[config.mk]
export PLATFORM = sky130hd
export DESIGN_NAME = crt_ctrl
export DESIGN_NICKNAME = d
export VERILOG_FILES = /design/src/rtl/crt_pkg.sv /design/src/rtl/crt_ctrl.sv
export SDC_FILE = /design/constraint.sdc
export NUM_CORES = 1
export LEC_CHECK = 0
export BUFFER_PORTS_ARGS = -buffer_cell sky130_fd_sc_hd__buf_2
export CAP_MARGIN = 20
export CORE_AREA = 2 2 39 41
export DETAILED_ROUTE_END_ITERATION = 12
export DIE_AREA = 0 0 41 43
export PLACE_DENSITY = 0.66
export SLEW_MARGIN = 30
export SYNTH_ARGS = -nofsm -noshare
export SYNTH_HDL_FRONTEND = slang
export SYNTH_SLANG_ARGS = --single-unit
[constraint.sdc]
create_clock -name clock -period 1.6 [get_ports clock]
set_input_delay 0.32 -clock clock [delete_from_list [all_inputs] [get_ports clock]]
set_output_delay 0.32 -clock clock [all_outputs]
set_load 0.01 [all_outputs]
[src/rtl/crt_pkg.sv]
// Shared types and codes for the card registry table core.
// Used by crt_ctrl, crt_datapath and card_registry_table_core; no dependencies.
`timescale 1ns / 1ps

package crt_pkg;

   localparam int UID_LOW_W  = 64;
   localparam int UID_HIGH_W = 16;
   localparam int UID_LEN_W  = 4;
   localparam int NAME_W     = 64;
   localparam int EXPIRY_W   = 32;
   localparam int MODE_W     = 3;
   localparam int SLOT_W     = 5;
   localparam int STATUS_W   = 2;
   localparam int COUNT_W    = 6;

   localparam logic [UID_LEN_W-1:0] UID_LEN_MAX = 4'd10;

   localparam logic [MODE_W-1:0] MODE_LOOKUP = 3'd0;
   localparam logic [MODE_W-1:0] MODE_ADD    = 3'd1;
   localparam logic [MODE_W-1:0] MODE_EDIT   = 3'd2;
   localparam logic [MODE_W-1:0] MODE_DELETE = 3'd3;
   localparam logic [MODE_W-1:0] MODE_READ   = 3'd4;

   localparam logic [STATUS_W-1:0] ST_OK      = 2'd0;
   localparam logic [STATUS_W-1:0] ST_FULL    = 2'd1;
   localparam logic [STATUS_W-1:0] ST_DUP     = 2'd2;
   localparam logic [STATUS_W-1:0] ST_MISSING = 2'd3;

   typedef struct packed {
      logic [UID_LOW_W-1:0]  uid_low;
      logic [UID_HIGH_W-1:0] uid_high;
      logic [UID_LEN_W-1:0]  uid_len;
      logic [NAME_W-1:0]     name;
      logic                  allowed;
      logic [EXPIRY_W-1:0]   expiry;
   } rec_type;

   typedef enum logic [2:0] {
      S_IDLE,
      S_DISPATCH,
      S_SCAN,
      S_SHIFT,
      S_READ,
      S_RESP
   } state_type;

   // Where the response record comes from
   typedef enum logic [1:0] {
      SRC_ZERO,
      SRC_READ,
      SRC_EDIT,
      SRC_KEY
   } rsp_src_type;

   typedef struct packed {
      logic                load;
      logic                scan_init;
      logic                scan_step;
      logic                shift_init;
      logic                shift_step;
      logic                add_write;
      logic                edit_write;
      logic                total_dec;
      logic                read_issue;
      logic                rsp_load;
      logic [STATUS_W-1:0] rsp_status;
      rsp_src_type         rsp_src;
      logic                rsp_fire;
   } cmd_type;

   typedef struct packed {
      logic [MODE_W-1:0] mode;
      logic              full;
      logic              hit;
      logic              sweep_done;
      logic              slot_ok;
   } sts_type;

endpackage

[src/rtl/crt_ctrl.sv]
// Sequencer for the card registry table: decodes the operation and steps
// the datapath through scan, shift, read and response. Depends on crt_pkg.
`timescale 1ns / 1ps

module crt_ctrl (
   input  logic              clock,
   input  logic              reset,
   input  logic              start,
   output logic              busy,
   input  crt_pkg::sts_type  sts,
   output crt_pkg::cmd_type  cmd
);
   import crt_pkg::*;

   state_type state_ff;
   state_type state_in;

   always_ff @(posedge clock) begin
      if (reset) begin
         state_ff <= S_IDLE;
      end else begin
         state_ff <= state_in;
      end
   end

   always_comb begin
      state_in = state_ff;
      cmd      = '0;
      cmd.rsp_status = ST_MISSING;
      cmd.rsp_src    = SRC_ZERO;
      busy     = (state_ff != S_IDLE);
      case (state_ff)
         S_IDLE: begin
            if (start) begin
               cmd.load = 1'b1;
               state_in = S_DISPATCH;
            end
         end
         S_DISPATCH: begin
            case (sts.mode)
               MODE_LOOKUP, MODE_EDIT, MODE_DELETE: begin
                  cmd.scan_init = 1'b1;
                  state_in      = S_SCAN;
               end
               MODE_ADD: begin
                  if (sts.full) begin
                     cmd.rsp_load   = 1'b1;
                     cmd.rsp_status = ST_FULL;
                     state_in       = S_RESP;
                  end else begin
                     cmd.scan_init = 1'b1;
                     state_in      = S_SCAN;
                  end
               end
               MODE_READ: begin
                  if (sts.slot_ok) begin
                     cmd.read_issue = 1'b1;
                     state_in       = S_READ;
                  end else begin
                     cmd.rsp_load = 1'b1;
                     state_in     = S_RESP;
                  end
               end
               default: begin
                  cmd.rsp_load = 1'b1;
                  state_in     = S_RESP;
               end
            endcase
         end
         S_SCAN: begin
            cmd.scan_step = 1'b1;
            if (sts.hit) begin
               cmd.rsp_load = 1'b1;
               state_in     = S_RESP;
               case (sts.mode)
                  MODE_ADD: begin
                     cmd.rsp_status = ST_DUP;
                  end
                  MODE_EDIT: begin
                     cmd.edit_write = 1'b1;
                     cmd.rsp_status = ST_OK;
                     cmd.rsp_src    = SRC_EDIT;
                  end
                  MODE_DELETE: begin
                     // capture the victim, then close the gap
                     cmd.rsp_status = ST_OK;
                     cmd.rsp_src    = SRC_READ;
                     cmd.shift_init = 1'b1;
                     state_in       = S_SHIFT;
                  end
                  default: begin
                     cmd.rsp_status = ST_OK;
                     cmd.rsp_src    = SRC_READ;
                  end
               endcase
            end else if (sts.sweep_done) begin
               cmd.rsp_load = 1'b1;
               state_in     = S_RESP;
               if (sts.mode == MODE_ADD) begin
                  cmd.add_write  = 1'b1;
                  cmd.rsp_status = ST_OK;
                  cmd.rsp_src    = SRC_KEY;
               end
            end
         end
         S_SHIFT: begin
            cmd.shift_step = 1'b1;
            if (sts.sweep_done) begin
               cmd.total_dec = 1'b1;
               state_in      = S_RESP;
            end
         end
         S_READ: begin
            cmd.rsp_load   = 1'b1;
            cmd.rsp_status = ST_OK;
            cmd.rsp_src    = SRC_READ;
            state_in       = S_RESP;
         end
         S_RESP: begin
            cmd.rsp_fire = 1'b1;
            state_in     = S_IDLE;
         end
         default: begin
            state_in = S_IDLE;
         end
      endcase
   end

endmodule

# --- Yosys cells after proc, flatten, opt, wreduce, memory -nomap -nowiden ---
# Index checks and enable logic that the tools add are counted.
word_totals:
  register_bits: 3
  inputBits: 10
  output_inout_bits: 16
  wordCells: 55
op_classes:
  n_eq_ne: 10
  n_mux: 40
  n_reduce_logical: 4
ops:
  columns: ["cell", "n"]
  rows:
  - ["1-bit 2-to-1 mux", 20]
  - ["3-bit 2-to-1 mux", 6]
  - ["3-bit one-hot mux with 3 select lines", 2]
  - ["3-bit one-hot mux with 5 select lines", 1]
  - ["3-bit by 2-bit == test with 1-bit output, second input constant", 4]
  - ["5-bit 2-to-1 mux", 2]
  - ["3-bit == test, second input constant", 3]
  - ["2-bit 2-to-1 mux", 4]
  - ["2-bit one-hot mux with 2 select lines", 2]
  - ["3-bit by 1-bit == test with 1-bit output, second input constant", 2]
  - ["3-bit zero test", 2]
  - ["4-bit 2-to-1 mux", 1]
  - ["1-bit one-hot mux with 3 select lines", 1]
  - ["3-bit nonzero test", 1]
  - ["3-bit OR reduction", 1]
  - ["2-bit inequality test, second input constant", 1]
  - ["1-bit one-hot mux with 2 select lines", 1]

# --- Depth between registers and ports, before layout ---
# Gate-level depths: netlist (run 1).
depth:
  depth_word: 5
  ltp_mapped: 7
  mapped_depth_nobuf: 6

# --- Least setup slack after synthesis (run 1) ---
# No wires, ideal clock.
synth_timing:
  path_kind: "input -> output"
  from: "input port sts[6] (netlist name)"
  to: "output port cmd[1] (netlist name)"
  arrival_ns: 1.337
  setup_slack_ns: -0.057
  path_stages: 5
  path_cell_list: "buf_6 nor3b_4 mux2i_1 or3_1 a21oi_1"
synth_lines:
  columns: ["element", "line_no", "rtl"]
  rows:
  - ["start, declared", "crt_ctrl.sv:10", "input crt_pkg::sts_type sts,"]
  - ["end, declared", "crt_ctrl.sv:11", "output crt_pkg::cmd_type cmd"]

==> results of run 1 <==
==> power by group through the flow <==
| stage | logic (W) | clock network (W) | registers (W) |
|---|---|---|---|
| after floorplan | 0.000127 | 0 | 0.0000853 |
| after global placement | 0.000195 | 0 | 0.0000949 |
| after detailed placement | 0.000197 | 0 | 0.0000947 |
| after CTS | 0.000214 | 0.000135 | 0.0000961 |
| after global routing | 0.000268 | 0.000153 | 0.0000995 |
| final | 0.000245 | 0.000134 | 0.0000978 |
==> worst max-delay path by stage <==
stage | to | slack (ns) | cells past startpoint
after floorplan | cmd[1] | 0.01 | 5
final | cmd[1] | -0.08 | 6
after CTS | cmd[1] | -0.07 | 4
after detailed placement | cmd[1] | -0.07 | 6
after global routing | cmd[2] | -0.13 | 7
after global placement | cmd[1] | -0.05 | 6
==> synth_stat cells (all sizes together) <==
cell type,count,area share
inv,4,0.032
mux2i,1,0.021
nand4b,1,0.019
or2,1,0.013
a21oi,6,0.064
dfxtp,3,0.13
nor3,3,0.032
nor4,1,0.013
or4,1,0.016
and2b,1,0.016
and4bb,1,0.027
o31a,1,0.019
a211oi,1,0.016
nor2,12,0.096
a211o,1,0.019
and3,3,0.043
o31ai,1,0.016
nor2b,2,0.027
or3,2,0.027
nor3b,1,0.040
buf,5,0.077
a21o,2,0.032
nand2b,5,0.067
o21ai,3,0.032
a311oi,1,0.019
nand2,4,0.032
a2111oi,1,0.032
a31oi,2,0.027
==> final cells by class <==
| cell class | instances | area share |
|---|---|---|
| flip-flops and latches | 3 | 0.08756 |
| inverters | 4 | 0.01843 |
| clock buffers | 4 | 0.03226 |
| multi-input cells | 58 | 0.4962 |
| well taps | 16 | 0.02458 |
| repair buffers | 40 | 0.3410 |
==> critical path, stage by stage <==
cell and delay, ns:
buf_8 0.10, nor3b_4 0.22, mux2i_1 0.13, or3_4 0.34, a21oi_2 0.11, buf_2 0.13
==> metrics by stage <==
stage	setup slack [ns]	hold slack, ns	area (µm²)	utilization
6_report	-0.07992	0.3900	814.5	0.5886
5_1_grt	-0.1341	0.3990	814.5	0.5886
4_1_cts	-0.07371	0.3792	769.5	0.5561
3_5_place_dp	-0.07413	0.6300	679.4	0.4910
3_3_place_gp	-0.05492	0.6240	679.4	0.4910
2_1_floorplan	0.01209	0.5123	473.0	-
==> kinds of logic after synthesis <==
kind of cell	count (synthesis)
AOI/OAI and AO/OA	19
buffers and inverters	9
DFF	3
muxes	1
and+or+nand+nor	38
==> routing by layer <==
layer,vias up,global-route usage,wire length (µm)
met5,-,0,0
met4,0,0.08000,29
met3,4,0.04188,89
met2,25,0.3281,830
met1,300,0.2236,638
li1,327,-,-
==> repair_timing <==
action,4_1_cts,5_1_grt
gates resized for setup,13,15
hold buffers,0,0
buffers inserted,2,0
pin swaps,4,1
setup endpoints to repair,6,11
==> impl_metrics.json, run 1 <==
{
  "final_cell_mix": "buf_2 (21), buf_4 (13), nor2_1 (10)",
  "area_growth_pct": 73.60,
  "r2r-end": "state_ff[2]$_SDFFE_PP0P_",
  "ys_seq_elements": 3,
  "regMostFlops": "state_ff",
  "cap_viol_max_count": 0,
  "synthAdderAreaFrac": 0,
  "end_kind": "primary output",
  "slew_viol_final": 0,
  "required_ns": 1.28,
  "hold_end": "state_ff[0]$_SDFFE_PP0P_",
  "largest_reg_flops": 3,
  "num_io_pins": 26,
  "wl_per_cell_um": 12.71,
  "criticalPathCategory": "input pin to primary output",
  "worst_slew_pin_slew_ns": 0.2693,
  "fin_crit_ns": 1.680,
  "netlist_area_um2": 469.2,
  "htree_num_levels": 1,
  "p_sw_frac": 0.3617,
  "dieWidth_um": 41,
  "io_buffers": 25,
  "setup_viol": 5,
  "grt_overflow": 0,
  "root_buffer": "clkbuf_4",
  "fin_ws_ns": -0.07992,
  "final_common_cell": "buf_2",
  "max_freq_mhz": 595.3,
  "die_y_um": 43,
  "via_per_inst": 5.248,
  "hpwlAfterDp_um": 1057,
  "reg2regPathDepth": 4,
  "finalCritPeriodShare": 1.050,
  "vdd_drop_max_mv": 0.5008,
  "finalPower_w": 0.0004762,
  "rows": 14,
  "core_area_um2": 1384,
  "ff2ff_setup_slack_ns": 0.19,
  "ys_seq_area_frac": 0.1280,
  "synth_nets": 80,
  "initial_utilization": 0.3391,
  "finalSetupTns_ns": -0.2377,
  "leakage_nw": 0.3999,
  "final_nets": 120,
  "top_regs": "state_ff: 3 flops",
  "ys_types": 31,
  "synthCells": 70,
  "outcome": "complete, but fails checks",
  "drc": 0,
  "clkPwrFrac": 0.281,
  "first_pass_iters": 4,
  "drtIter0Drc": 4,
  "n_antenna_cell": 0,
  "hold_viol_final": 0,
  "clkTransAtPathRegs_ns": 0.04,
  "ant_nets": 0,
  "combinationalPowerShare": 0.514,
  "fillers": 131,
  "power_density_nw_per_um2": 584.6,
  "die-area_um2": 1763,
  "internal_power_w": 0.0003039,
  "seqPwrFrac": 0.205,
  "via_count": 656,
  "drive_above_1_share": 0.5596,
  "cp-startpoint": "sts[5]",
  "antenna_found_initial": 0,
  "p_switching_w": 0.0001722,
  "synth_compound_area_frac": 0.2747,
  "fin_skew_ns": 0.004268,
  "cts_buffer_depth": 2,
  "drt-total-wl_um": 1589,
  "min_path_cells": 3,
  "r2r-start": "state_ff[1]$_SDFFE_PP0P_",
  "start_kind": "input pin",
  "tritoncts": "built",
  "hp-class": "input pin to flip-flop",
  "grt_util_all_layers": 0.1954,
  "multiInputGateArea_um2": 404.1,
  "grt_start_max_net_pins": 11,
  "violations": "negative setup slack",
  "gp_congestion": 0.7977,
  "critPathMaxFanout": 2,
  "yosys_warnings": 0,
  "synth_top_family_by_area": "simple AND/OR/NAND/NOR gates",
  "rsz0062_at_grt": "true",
  "dp_cells": 119,
  "cts_sinks": 3,
  "yosys.area_share.simple": 0.4667,
  "relSlewSlack": 0.8205,
  "grt_first_pass_wirelength_um": 2401,
  "min_from": "reset",
  "clock_latency_ns": 0.23,
  "synth_xor_area_frac": 0,
  "grt_pass1_vias": 567,
  "final-seq-area_um2": 71.32,
  "cts_buffers": 3,
  "synth.area.mux_share": 0.02133,
  "synth.avg_cell_area_um2": 6.703,
  "fin_cells": 125,
  "cp.arrival_ns": 1.36
}
(Power assumes the default switching activity.)
==> run 2, diff against run 1 <==
--- a/config.mk
+++ b/config.mk
@@ -7,10 +7,8 @@
 export LEC_CHECK = 0
 export BUFFER_PORTS_ARGS = -buffer_cell sky130_fd_sc_hd__buf_2
 export CAP_MARGIN = 20
-export CORE_AREA = 2 2 39 41
+export CORE_UTILIZATION = 29
 export DETAILED_ROUTE_END_ITERATION = 12
-export DIE_AREA = 0 0 41 43
-export PLACE_DENSITY = 0.66
 export SLEW_MARGIN = 30
 export SYNTH_ARGS = -nofsm -noshare
 export SYNTH_HDL_FRONTEND = slang
==> impl_metrics.json, run 2 (synthesis results as in run 1) <==
{
  "via_per_inst": 5.176,
  "hpwlAfterDp_um": 1084,
  "n_antenna_cell": 0,
  "drive_above_1_share": 0.5596,
  "violations": "negative setup slack",
  "leakage_nw": 0.3932,
  "fin_area_um2": 807.0,
  "power_density_nw_per_um2": 582.0,
  "criticalPathCategory": "input pin to primary output",
  "hp-class": "input pin to flip-flop",
  "top_regs": "state_ff: 3 flops",
  "cts_sinks": 3,
  "crit_buf_inv": 2,
  "grt_pass1_vias": 565,
  "core_area_um2": 1506,
  "finalSetupTns_ns": -0.06557,
  "final_nets": 120,
  "critPathMaxFanout": 2,
  "max_freq_mhz": 603.9,
  "root_buffer": "clkbuf_4",
  "slew_viol_final": 0,
  "vdd_drop_max_mv": 0.2858,
  "cp.arrival_ns": 1.34,
  "finalCritPeriodShare": 1.035,
  "slowest_delay_ns": 0.33,
  "cp_top_family": "simple AND/OR/NAND/NOR gates",
  "drc": 0,
  "cap_viol_max_count": 0,
  "postCtsHoldBufs": 0,
  "dieWidth_um": 42.23,
  "fin_skew_ns": 0.005274,
  "initial_utilization": 0.3115,
  "slowest_stage": "or3_1",
  "antenna_found_initial": 0,
  "die_y_um": 42.23,
  "first_pass_iters": 4,
  "grt_util_all_layers": 0.1637,
  "gp_congestion": 0.8241,
  "rsz0062_at_grt": "true",
  "fin_crit_ns": 1.656,
  "start_kind": "input pin",
  "wl_per_cell_um": 11.32,
  "clock_latency_ns": 0.24,
  "final_cell_mix": "buf_2 (22), buf_4 (13), nor2_1 (11)",
  "post_cts_buffers": 0,
  "io_buffers": 25,
  "required_ns": 1.28,
  "setup_viol": 2,
  "pre_cts_slack_ns": -0.06190,
  "rows": 14,
  "grt_overflow": 0,
  "fillers": 142,
  "clkTransAtPathRegs_ns": 0.04,
  "final_common_cell": "buf_2",
  "relSlewSlack": 0.7991,
  "worst_slew_pin_slew_ns": 0.3013,
  "die-area_um2": 1783,
  "end_kind": "primary output",
  "ant_nets": 0,
  "area_growth_pct": 72.00,
  "drt-total-wl_um": 1415,
  "tritoncts": "built",
  "largest_reg_flops": 3,
  "worstPathCellList": "buf_6, nor3b_4, mux2i_1, or3_1, a21oi_2, buf_2",
  "num_io_pins": 26,
  "fin_cells": 125,
  "dp_cells": 121,
  "cts_buffer_depth": 2,
  "fin_ws_ns": -0.05587,
  "hold_viol_final": 0,
  "regMostFlops": "state_ff",
  "drtIter0Drc": 19,
  "outcome": "complete, but fails checks",
  "htree_num_levels": 1,
  "grt_first_pass_wirelength_um": 2290,
  "final_core_util": 0.5357,
  "postPlaceCellArea_um2": 694.4,
  "grt_start_max_net_pins": 10,
  "cts_buffers": 3,
  "via_count": 647
}
==> run 2: where the power goes <==
group          internal (W)  leakage, nW  switching [W]
Combinational      0.000122        0.352       0.000113
Clock             0.0000936       0.0150      0.0000416
Sequential        0.0000834       0.0267      0.0000159
Total              0.000299        0.393       0.000170
==> run 2: path summary, 6_finish.rpt <==
path	slack, ns	cells after the start	to	startpoint
worst max-delay path	-0.06	6	cmd[1]	sts[6]
worst min register to register	0.62	2	state_ff[0]$_SDFFE_PP0P_	state_ff[2]$_SDFFE_PP0P_
worst min-delay path	0.37	3	state_ff[1]$_SDFFE_PP0P_	reset
worst max register to register	0.25	4	state_ff[2]$_SDFFE_PP0P_	state_ff[0]$_SDFFE_PP0P_
==> run 2: tightest hold or removal path, delay by kind of cell <==
| family | cells | cell delay, ns |
|---|---|---|
| and+or+nand+nor | 1 | 0.05 |
| AOI/OAI and AO/OA | 1 | 0.12 |
| buffers and inverters | 1 | 0.07 |
==> run 2: cell type report <==
| type | count | area [µm²] | share of cell area |
|---|---|---|---|
| clock buffer | 4 | 26.28 | 0.03256 |
| inverter | 4 | 15.01 | 0.01860 |
| multi-input combinational | 58 | 410.4 | 0.5085 |
| sequential | 3 | 71.32 | 0.08837 |
| tap | 16 | 20.02 | 0.02481 |
| timing repair buffer | 40 | 264.0 | 0.3271 |
==> run 2: stage by stage <==
step / hold WS, ns / total power (W)
after global placement: 0.6249 / 0.0002967
after CTS: 0.3673 / 0.0004563
after detailed placement: 0.6180 / 0.0002979
final: 0.3735 / 0.0004697
after global routing: 0.4023 / 0.0005006
after floorplan: 0.5123 / 0.0002128
==> run 2: repair_timing <==
action	in CTS	in global routing
resized for setup	15	13
endpoints found under the setup margin	10	9
pin swaps	4	2
cloned	0	0
==> run 2: routing by layer <==
| metal | GRT usage | wire length, µm |
|---|---|---|
| met1 | 0.1984 | 638 |
| met2 | 0.2892 | 691 |
| met3 | 0.01293 | 73 |
| met4 | 0.07500 | 12 |
| met5 | 0 | 0 |
==> run 3, diff against run 2 <==
==> constraint.sdc (replaced) <==
create_clock -name clock -period 1.6 [get_ports clock]
set_input_delay 0.08 -clock clock [delete_from_list [all_inputs] [get_ports clock]]
set_output_delay 0.08 -clock clock [all_outputs]
set_load 0.01 [all_outputs]
==> impl_metrics.json, run 3 (synthesis results as in run 1) <==
{
  "via_count": 573,
  "drt-total-wl_um": 1246,
  "core_area_um2": 1506,
  "fin_skew_ns": 0.003563,
  "cts_buffers": 3,
  "tritoncts": "built",
  "die_y_um": 42.23,
  "max_freq_mhz": 661.3,
  "grt_start_max_net_pins": 13,
  "cp.arrival_ns": 1.43,
  "drtIter0Drc": 21,
  "finalCritPeriodShare": 0.9451,
  "drc": 0,
  "largest_reg_flops": 3,
  "top_regs": "state_ff: 3 flops",
  "wl_per_cell_um": 11.33,
  "leakage_nw": 0.3118,
  "postPlaceCellArea_um2": 578.1,
  "first_pass_iters": 4,
  "setup_viol": 0,
  "critPathMaxFanout": 12,
  "power_density_nw_per_um2": 646.2,
  "io_buffers": 25,
  "grt_overflow": 0,
  "area_growth_pct": 33.87,
  "root_buffer": "clkbuf_4",
  "required_ns": 1.52,
  "initial_utilization": 0.3115,
  "cts_sinks": 3,
  "relSlewSlack": 0.7708,
  "end_kind": "primary output",
  "hpwlAfterDp_um": 938.2,
  "grt_first_pass_wirelength_um": 1973,
  "rows": 14,
  "num_io_pins": 26,
  "grt_pass1_vias": 482,
  "rsz0062_at_grt": "true",
  "start_kind": "flip-flop",
  "final_nets": 105,
  "hp-class": "input pin to flip-flop",
  "outcome": "finished clean",
  "criticalPathCategory": "flip-flop to primary output",
  "fin_crit_ns": 1.512,
  "final_cell_mix": "buf_2 (25), nor2_1 (12), a21oi_1 (6)",
  "final_common_cell": "buf_2",
  "drive_above_1_share": 0.3936,
  "grt_util_all_layers": 0.1479,
  "n_antenna_cell": 0,
  "fin_area_um2": 628.1,
  "antenna_found_initial": 0,
  "hold_viol_final": 0,
  "cts_buffer_depth": 2,
  "dieWidth_um": 42.23,
  "slew_viol_final": 0,
  "regMostFlops": "state_ff",
  "htree_num_levels": 1,
  "clkTransAtPathRegs_ns": 0.04,
  "gp_congestion": 0.8689,
  "postCtsHoldBufs": 0,
  "finalPower_w": 0.0004059,
  "via_per_inst": 5.209,
  "ant_nets": 0,
  "vdd_drop_max_mv": 0.2846,
  "die-area_um2": 1783,
  "clock_latency_ns": 0.24,
  "cap_viol_max_count": 0,
  "worst_slew_pin_slew_ns": 0.3431
}
-- run 3: changes by cell type in the layout (fill, tap and decap cells not counted), moves of 2 or more --
cell     delta
o21ai_0     +3
buf_4      -13
a21oi_1     +2
dfxtp_4     -3
buf_6       -5
o21ai_1     -3
dfxtp_2     +3
buf_2       +3
a21oi_2     -2
-- run 3: what timing repair did --
item	CTS	global route
buffers inserted	0	0
pin swaps	0	0
resized for setup	1	4
endpoints found under the setup margin	1	3
-- run 3: report_power, final --
part / internal, W / switching (W)
Sequential: 0.0000845 / 0.0000189
Clock: 0.0000935 / 0.0000412
Combinational: 0.0000749 / 0.0000929
Total: 0.000253 / 0.000153
-- run 3: final cells by class --
| cell class | instances | area (µm²) |
|---|---|---|
| repair buffers | 25 | 125.1 |
| fillers | 167 | 878.3 |
| clock buffers | 4 | 26.28 |
| flip-flops and latches | 3 | 63.81 |
| inverters | 4 | 15.01 |
| multi-input cells | 58 | 377.9 |
| well taps | 16 | 20.02 |
-- run 3: metrics by stage --
stage / std cells / TNS (ns) / setup WS [ns] / utilization / hold slack [ns]
floorplan: 70 / 0 / 0.2839 / - / 0.2267
finish: 110 / 0 / 0.08786 / 0.4169 / 0.1375
detailed placement: 106 / 0 / 0.2201 / 0.3837 / 0.3918
global placement: 106 / 0 / 0.2389 / 0.3837 / 0.3907
CTS: 110 / 0 / 0.02437 / 0.4020 / 0.1374
global route: 110 / -0.01225 / -0.01225 / 0.4169 / 0.1489
-- run 3: worst paths after layout --
kind	endpoint	cells after the start	start	slack, ns
worst max register to register	state_ff[2]$_SDFFE_PP0P_	3	state_ff[1]$_SDFFE_PP0P_	0.32
worst min-delay path	state_ff[0]$_SDFFE_PP0P_	3	reset	0.14
worst min register to register	state_ff[0]$_SDFFE_PP0P_	2	state_ff[0]$_SDFFE_PP0P_	0.67
worst max-delay path	cmd[1]	4	state_ff[1]$_SDFFE_PP0P_	0.09
-- run 3: per-layer routing --
metal | vias up | track usage | part of all wire
met5 | - | 0 | 0
met4 | 0 | 0.09375 | 0.022
met3 | 4 | 0.03879 | 0.068
met2 | 28 | 0.2277 | 0.43
met1 | 243 | 0.1806 | 0.48
li1 | 298 | - | -
-- run 3: worst max-delay path, stage by stage, from the launching register on --
cell	delay [ns]
dfxtp_2	0.46
nand2b_4	0.08
or3_1	0.37
a21oi_1	0.14
buf_2	0.14
